File: src/sv/msd_pkg.sv
package msd_pkg;

   localparam logic [7:0] SX_START   = 8'hF0;
   localparam logic [7:0] SX_END     = 8'hF7;
   localparam logic [7:0] RT_FIRST   = 8'hF8;
   localparam int         BYTE_W     = 8;
   localparam int         WORD_W     = 32;
   localparam int         LEN_W      = 7;
   localparam logic [1:0] LAST_SLOT  = 2'd3;

   typedef enum logic [1:0] {
      SC_IDLE = 2'b01,
      SC_BUSY = 2'b10
   } scan_state_type;

   typedef enum logic [2:0] {
      EM_IDLE = 3'b001,
      EM_READ = 3'b010,
      EM_SHOW = 3'b100
   } emit_state_type;

endpackage

File: src/sv/msd_scan.sv
module msd_scan
   import msd_pkg::*;
#(
   parameter int MaxLen = 64
) (
   input  logic                           clock,
   input  logic                           reset,
   input  logic                           req_valid,
   output logic                           req_stall,
   input  logic [WORD_W-1:0]              req_event_word,
   input  logic                           emit_busy,
   output logic                           wr_en,
   output logic [$clog2(MaxLen)-1:0]      wr_addr,
   output logic [BYTE_W-1:0]              wr_data,
   output logic                           start_valid,
   output logic [$clog2(MaxLen+1)-1:0]    start_len
);

   localparam int AW = $clog2(MaxLen);
   localparam int LW = $clog2(MaxLen + 1);

   scan_state_type    state_ff, state_in;
   logic [WORD_W-1:0] shift_ff, shift_in;
   logic [1:0]        cnt_ff, cnt_in;
   logic [LW-1:0]     fill_ff, fill_in;
   logic [BYTE_W-1:0] cur;
   logic              accept;
   logic              stop;

   assign req_stall = (state_ff != SC_IDLE) | emit_busy;
   assign accept    = req_valid & ~req_stall;
   assign cur       = shift_ff[BYTE_W-1:0];

   always_comb begin
      state_in    = state_ff;
      shift_in    = shift_ff;
      cnt_in      = cnt_ff;
      fill_in     = fill_ff;
      wr_en       = 1'b0;
      wr_addr     = fill_ff[AW-1:0];
      wr_data     = cur;
      start_valid = 1'b0;
      start_len   = fill_ff + LW'(1);
      stop        = 1'b0;
      case (state_ff)
         SC_IDLE: begin
            if (accept && (req_event_word[BYTE_W-1:0] < RT_FIRST)) begin
               shift_in = req_event_word;
               cnt_in   = 2'd0;
               state_in = SC_BUSY;
            end
         end
         SC_BUSY: begin
            if (cur == SX_START) begin
               wr_en   = 1'b1;
               wr_addr = '0;
               fill_in = LW'(1);
            end else if (fill_ff == '0) begin
               stop = 1'b0;
            end else if (cur[BYTE_W-1] && (cur != SX_END)) begin
               fill_in = '0;
               stop    = 1'b1;
            end else if (fill_ff >= LW'(MaxLen)) begin
               fill_in = '0;
               stop    = (cur == SX_END);
            end else begin
               wr_en   = 1'b1;
               fill_in = fill_ff + LW'(1);
               if (cur == SX_END) begin
                  start_valid = 1'b1;
                  fill_in     = '0;
                  stop        = 1'b1;
               end
            end
            if (stop || (cnt_ff == LAST_SLOT)) begin
               state_in = SC_IDLE;
            end else begin
               cnt_in   = cnt_ff + 2'd1;
               shift_in = shift_ff >> BYTE_W;
            end
         end
         default: begin
            state_in = SC_IDLE;
         end
      endcase
   end

   always_ff @(posedge clock) begin
      if (reset) begin
         state_ff <= SC_IDLE;
         fill_ff  <= '0;
         cnt_ff   <= 2'd0;
      end else begin
         state_ff <= state_in;
         fill_ff  <= fill_in;
         cnt_ff   <= cnt_in;
      end
      shift_ff <= shift_in;
   end

endmodule

File: src/sv/msd_emit.sv
module msd_emit
   import msd_pkg::*;
#(
   parameter int MaxLen = 64
) (
   input  logic                           clock,
   input  logic                           reset,
   input  logic                           wr_en,
   input  logic [$clog2(MaxLen)-1:0]      wr_addr,
   input  logic [BYTE_W-1:0]              wr_data,
   input  logic                           start_valid,
   input  logic [$clog2(MaxLen+1)-1:0]    start_len,
   output logic                           emit_busy,
   output logic                           rsp_valid,
   input  logic                           rsp_stall,
   output logic [BYTE_W-1:0]              rsp_msg_byte,
   output logic                           rsp_is_last,
   output logic [LEN_W-1:0]               rsp_msg_length
);

   localparam int AW = $clog2(MaxLen);
   localparam int LW = $clog2(MaxLen + 1);

   logic [BYTE_W-1:0] mem [MaxLen];

   emit_state_type    state_ff, state_in;
   logic [AW-1:0]     k_ff, k_in;
   logic [LW-1:0]     n_ff, n_in;
   logic              last_ff, last_in;
   logic [BYTE_W-1:0] rd_data_ff;
   logic              rd_en;

   assign emit_busy      = (state_ff != EM_IDLE);
   assign rsp_valid      = (state_ff == EM_SHOW);
   assign rsp_msg_byte   = rd_data_ff;
   assign rsp_is_last    = last_ff;
   assign rsp_msg_length = LEN_W'(n_ff);
   assign rd_en          = (state_ff == EM_READ);

   always_comb begin
      state_in = state_ff;
      k_in     = k_ff;
      n_in     = n_ff;
      last_in  = last_ff;
      case (state_ff)
         EM_IDLE: begin
            if (start_valid) begin
               n_in     = start_len;
               k_in     = '0;
               state_in = EM_READ;
            end
         end
         EM_READ: begin
            last_in  = ((LW'(k_ff) + LW'(1)) == n_ff);
            state_in = EM_SHOW;
         end
         EM_SHOW: begin
            if (!rsp_stall) begin
               if (last_ff) begin
                  state_in = EM_IDLE;
               end else begin
                  k_in     = k_ff + AW'(1);
                  state_in = EM_READ;
               end
            end
         end
         default: begin
            state_in = EM_IDLE;
         end
      endcase
   end

   always_ff @(posedge clock) begin
      if (wr_en) begin
         mem[wr_addr] <= wr_data;
      end
      if (rd_en) begin
         rd_data_ff <= mem[k_ff];
      end
   end

   always_ff @(posedge clock) begin
      if (reset) begin
         state_ff <= EM_IDLE;
      end else begin
         state_ff <= state_in;
      end
      k_ff    <= k_in;
      n_ff    <= n_in;
      last_ff <= last_in;
   end

endmodule

File: src/sv/midi_sysex_deframer.sv
// Deframer for SysEx messages carried in 32-bit MIDI event words.
// Input channel (req_): one event word per transfer, first byte in bits 7..0.
// A word whose first byte is a real-time status is taken and dropped whole.
// Otherwise the scanner walks up to four bytes, one per cycle, and holds
// the input stalled until it is done with the word.
// Result channel (rsp_): when an F7 byte closes a message, every byte from
// F0 through F7 is sent as its own transfer, with rsp_is_last on the F7 and
// rsp_msg_length giving the byte count on every one of them. Each byte goes
// through a store read state and then a show state, which presents the
// byte from the read register; the first one follows the cycle that scanned
// the F7. The input stays stalled until the last byte of a message has
// been taken. While the receiver stalls, the current byte is held and
// nothing advances.
// Messages longer than MAX_LEN bytes are dropped without any output.
// Reset clears the open message and both sequencers; the message store
// needs no clearing, since only bytes of the current message are read.
module midi_sysex_deframer
   import msd_pkg::*;
#(
   parameter int MAX_LEN = 64
) (
   input  logic              clock,
   input  logic              reset,
   input  logic              req_valid,
   output logic              req_stall,
   input  logic [WORD_W-1:0] req_event_word,
   output logic              rsp_valid,
   input  logic              rsp_stall,
   output logic [BYTE_W-1:0] rsp_msg_byte,
   output logic              rsp_is_last,
   output logic [LEN_W-1:0]  rsp_msg_length
);

   localparam int AW = $clog2(MAX_LEN);
   localparam int LW = $clog2(MAX_LEN + 1);

   logic              emit_busy;
   logic              wr_en;
   logic [AW-1:0]     wr_addr;
   logic [BYTE_W-1:0] wr_data;
   logic              start_valid;
   logic [LW-1:0]     start_len;

   msd_scan #(.MaxLen(MAX_LEN)) u_scan (
      .clock          (clock),
      .reset          (reset),
      .req_valid      (req_valid),
      .req_stall      (req_stall),
      .req_event_word (req_event_word),
      .emit_busy      (emit_busy),
      .wr_en          (wr_en),
      .wr_addr        (wr_addr),
      .wr_data        (wr_data),
      .start_valid    (start_valid),
      .start_len      (start_len)
   );

   msd_emit #(.MaxLen(MAX_LEN)) u_emit (
      .clock          (clock),
      .reset          (reset),
      .wr_en          (wr_en),
      .wr_addr        (wr_addr),
      .wr_data        (wr_data),
      .start_valid    (start_valid),
      .start_len      (start_len),
      .emit_busy      (emit_busy),
      .rsp_valid      (rsp_valid),
      .rsp_stall      (rsp_stall),
      .rsp_msg_byte   (rsp_msg_byte),
      .rsp_is_last    (rsp_is_last),
      .rsp_msg_length (rsp_msg_length)
   );

endmodule

File: config.mk
export PLATFORM = sky130hd
export DESIGN_NAME = midi_sysex_deframer
export DESIGN_NICKNAME = d
export VERILOG_FILES = /design/src/sv/msd_pkg.sv /design/src/sv/msd_scan.sv /design/src/sv/msd_emit.sv /design/src/sv/midi_sysex_deframer.sv
export SDC_FILE = /design/constraint.sdc
export NUM_CORES = 1
export LEC_CHECK = 0
export BUFFER_PORTS_ARGS = -buffer_cell sky130_fd_sc_hd__clkbuf_2
export CAP_MARGIN = 20
export CELL_PAD_IN_SITES_DETAIL_PLACEMENT = 0
export CELL_PAD_IN_SITES_GLOBAL_PLACEMENT = 2
export CORE_ASPECT_RATIO = 1.25
export CORE_UTILIZATION = 48
export CTS_BUF_LIST = sky130_fd_sc_hd__clkbuf_2 sky130_fd_sc_hd__clkbuf_4 sky130_fd_sc_hd__clkbuf_8
export DETAILED_ROUTE_END_ITERATION = 16
export GPL_TIMING_DRIVEN = 1
export MAX_ROUTING_LAYER = met4
export PLACE_DENSITY = 0.82
export SYNTH_ARGS = -nofsm -noshare
export SYNTH_HDL_FRONTEND = slang
export SYNTH_SLANG_ARGS = --single-unit
export TNS_END_PERCENT = 100
File: constraint.sdc
create_clock -name clock -period 7.45 [get_ports clock]
set_input_delay 1.1175 -clock clock [delete_from_list [all_inputs] [get_ports clock]]
set_output_delay 1.1175 -clock clock [all_outputs]
set_load 0.01 [all_outputs]
==> out/results.md <==
| Metric | Value | Unit |
|---|---|---|
| End of the worst register-to-register path | u_emit.mem[45][0] | - |
| Syn nets | 1200 | - |
| Htree depth | 3 | - |
| Clock tree from TritonCTS | yes | - |
| Inserted Clock Buffers | 85 | - |
| Final TNS setup | 0 | ns |
| Hold Path Origin | u_scan.cnt_ff[1] | - |
| Mapped cell area | 22920 | um^2 |
| Switching share of total power | 0.2383 | - |
| Critical path launch point | u_scan.shift_ff[5] | - |
| Cell variety after synth | 52 | - |
| Routability congestion estimate from global placement | 0.8186 | - |
| Worst slack at placement | 3.516 | ns |
| Post-synth EDFFs | 566 | - |
| Number of buffer cells added on primary ports | 53 | - |
| Unrepaired setup endpoints after global routing | false | - |
| Global routing met2 resource utilization | 0.3644 | - |
| GR Util met1 | 0.2836 | - |
| Worst-case clock skew | 0.02180 | ns |
| Vias in the first global route | 12017 | - |
| Power per cell area | 284.1 | nW/um^2 |
| Total count of max-transition violations in the final report | 0 | - |
| Layout net count | 1296 | - |
| Post-DRT Antenna Nets | 0 | - |
| Post-route standard cell area excluding fillers | 25590 | um^2 |
| Number of design-rule violations left by the first detailed-router iteration | 1036 | - |
| Warning count from the yosys run | 0 | - |
| Critical path peak fanout | 65 | - |
| Worst EP required | 7.70 | ns |
| Die Ht | 246.3 | um |
| Worst Tran Pin Value | 0.9059 | ns |
| WL/cell | 25.77 | um |
| Final worst-path setup slack | 3.518 | ns |
| Fraction of power consumed by the clock network | 0.350 | - |
| Initial Util | 0.4855 | - |
| Insertion delay to the later sink of the worst-skew pair | 0.63 | ns |
| Final period utilization | 0.5277 | - |
| Syn Inst Count | 1158 | - |
| Type of the worst setup path | flop to flop | - |
| Total gr overflow | 0 | - |
| Global-route total usage across every layer | 0.2237 | - |
| Largest net degree at the start of global routing | 128 | - |
| Multi-input combinational cell area | 5339 | um^2 |
| Layout cells sized above 1 | 0.2841 | - |
| Relative contribution of combinational cells to total power | 0.083 | - |
| Clock sink count | 580 | - |
| Relative slew margins | 0.3960 | - |
| Sequential Power Share | 0.567 | - |
| Area of placed instances | 23860 | um^2 |
| Met3 global-route usage | 0.03723 | - |
| Initial antenna violation count | 1 | - |
| Setup Fix Bufs, Post-CTS | 0 | - |
| CTS root buffer | sky130_fd_sc_hd__clkbuf_8 | - |
| Via density per instance | 5.812 | - |
| Std-Cell Rows | 89 | - |
| Arrival @ worst endpoint | 4.18 | ns |
| Leakage dissipation | 8.289 | nW |
| Drc violations | 0 | - |
| Cells resized by post-CTS repair | 0 | - |
| Highest-utilization routing layer at the global route stage | met2 | - |
| Area Overhead vs Synth | 11.65 | % |
| CORE AREA | 47220 | um^2 |
| Peak supply drop | 0.1918 | mV |
| Status | finished, final reports clean | - |
| I/O pin count | 54 | - |
| Bufs on Longest Clock Path | 3 | - |
| Post-synthesis sequential element count | 580 | - |
| Number of buffers inserted by hold repair at cts | 0 | - |
| Synthesized area divided by synthesized cell count | 19.79 | um^2 |
| Worst setup SP type | flop | - |
| Worst hold path endpoint | u_scan.cnt_ff[1] | - |
| Total of endpoints with negative setup slack in the final report | 0 | - |
| Proportion of synthesized chip area in sequential cells | 0.7537 | - |
| Hold Path Class | flop to flop | - |
| Logic depth of the worst register-to-register path | 6 | - |
| Total via count after detailed routing | 11379 | - |
| Highest Clock Rate | 0.2543 | GHz |
| Tmin final | 3.932 | ns |
| Startpoint of the lowest-slack register-to-register path | u_scan.shift_ff[5] | - |
| First-pass GRT wire length | 76580 | um |
| Top FF cell, synth | sky130_fd_sc_hd__edfxtp_1 | - |
| Hold-critical path depth | 2 | - |
| Max-Cap Viols | 0 | - |
| Die footprint | 48640 | um^2 |
| TritonRoute pass-1 iters | 5 | - |
| Horiz. Die Dim | 197.5 | um |
| Switch Pwr | 0.001732 | W |
| Register area | 17280 | um^2 |
| Fill cell count | 3687 | - |
| Final count of hold timing violations | 0 | - |
| FF-to-FF setup slack | 3.52 | ns |
| Clock input transition at the sequential cells of the worst setup and hold paths | 0.06 | ns |
| Total routed wirelength | 50450 | um |
| Post-synthesis async set-or-reset flop share | 0 | - |
| Worst hold margin | 0.5011 | ns |
| Cell-internal power | 0.005538 | W |
| Crit. End Element | flop | - |
| Post-layout utilization of the core | 0.5420 | - |
| DPL Wire Length | 30330 | um |
## worst max-delay path by stage
stage / cells after the start / end
3_5_place_dp: 6 / u_emit.mem[45][1]
6_report: 6 / u_emit.mem[45][0]
5_1_grt: 6 / u_emit.mem[46][1]
4_1_cts: 6 / u_emit.mem[45][4]
3_3_place_gp: 6 / u_emit.mem[62][0]
2_1_floorplan: 5 / u_scan.shift_ff[0]
## power by group through the flow
stage	logic (W)	clock network, W	registers, W
6_report	0.000601	0.00255	0.00412
5_1_grt	0.000658	0.00273	0.00413
4_1_cts	0.000589	0.00260	0.00414
3_5_place_dp	0.000589	0	0.00421
3_3_place_gp	0.000568	0	0.00421
2_1_floorplan	0.000125	0	0.00434
## cells by family after synthesis
family	share of synthesized area
DFF	0.7537
and+or+nand+nor	0.04782
muxes	0.1451
AOI/OAI and AO/OA	0.03019
buffers and inverters	0.01381
xor gates and xnor gates	0.006114
adders and majority gates	0.003275
## cell usage in the layout, fill, tap and decap left out, drive strengths merged, types with 4 or more instances in the layout
master	n
a211oi	7
a21oi	9
a22o	7
a22oi	5
buf	21
clkbuf	172
clkinv	29
dfxtp	14
edfxtp	566
ha	6
inv	7
mux2	24
mux2i	15
mux4	129
nand2	13
nand2b	12
nand3	16
nand3b	6
nand4	4
nand4b	4
nor2	99
nor2b	25
nor3	12
nor4	7
o21ai	19
o221ai	21
o22ai	15
or3	9
xnor2	8
xor2	8
## state kept, by name, indices dropped and copies added, names as in the netlist
| signal | count |
|---|---|
| u_scan.state_ff | 2 |
| u_scan.cnt_ff | 2 |
| u_emit.state_ff | 3 |
| u_emit.rsp_is_last | 1 |
| u_emit.rsp_msg_length | 7 |
| u_emit.rsp_msg_byte | 8 |
| u_scan.fill_ff | 7 |
| u_emit.k_ff | 6 |
| u_emit.mem | 512 |
| u_scan.shift_ff | 32 |
## worst max-delay path, stage by stage (launching register included)
cell and delay [ns]:
sky130_fd_sc_hd__edfxtp_1 0.33, sky130_fd_sc_hd__buf_4 0.62, sky130_fd_sc_hd__nand4_1 0.27, sky130_fd_sc_hd__o32ai_1 0.52, sky130_fd_sc_hd__and4_1 0.31, sky130_fd_sc_hd__nand3_1 0.63
sky130_fd_sc_hd__nor2_1 0.86
## routing by layer
| metal | up-vias | share of wire | wire length (um) |
|---|---|---|---|
| li1 | 4961 | - | - |
| met1 | 5907 | 0.41 | 20500 |
| met2 | 411 | 0.51 | 25640 |
| met3 | 100 | 0.054 | 2738 |
| met4 | 0 | 0.031 | 1581 |
| met5 | - | 0 | 0 |
## area by class of cell
cell class	instances	area share
repair buffers	74	0.01770
multi-input cells	506	0.2086
diodes	1	0.00009778
clock inverters	34	0.008947
inverters	7	0.001027
well taps	637	0.03114
clock buffers	119	0.05740
flip-flops and latches	580	0.6751
## synth_stat cells (all sizes together), types with 2 or more instances
cell type / number / area share
buf: 30 / 0.0069
xor2: 8 / 0.0031
nor2: 99 / 0.017
edfxtp: 566 / 0.74
nor3b: 3 / 0.00098
nor3: 12 / 0.0026
o211ai: 2 / 0.00065
nand4b: 4 / 0.0015
nand3: 16 / 0.0035
o21ai: 19 / 0.0041
inv: 7 / 0.0011
nand3b: 6 / 0.0020
nand4: 4 / 0.0011
o32ai: 2 / 0.00076
mux4: 129 / 0.13
a21oi: 9 / 0.0020
o221ai: 21 / 0.0080
nand2b: 12 / 0.0033
dfxtp: 14 / 0.012
xnor2: 8 / 0.0031
a21o: 2 / 0.00065
a22o: 7 / 0.0027
ha: 6 / 0.0033
a22oi: 5 / 0.0016
mux2: 24 / 0.012
mux2i: 15 / 0.0066
and3: 3 / 0.00082
or3: 9 / 0.0025
nor4: 7 / 0.0019
nor2b: 25 / 0.0068
clkbuf: 35 / 0.0057
o22ai: 15 / 0.0041
a211oi: 7 / 0.0023
nand2: 13 / 0.0021
## per-stage QoR
stage,total power [W],cells
2_1_floorplan,0.004466,1158
3_3_place_gp,0.004774,1802
3_5_place_dp,0.004802,1802
4_1_cts,0.007331,1955
5_1_grt,0.007521,1958
6_report,0.007270,1958
Note: power is estimated with default switching activity, not from simulation.
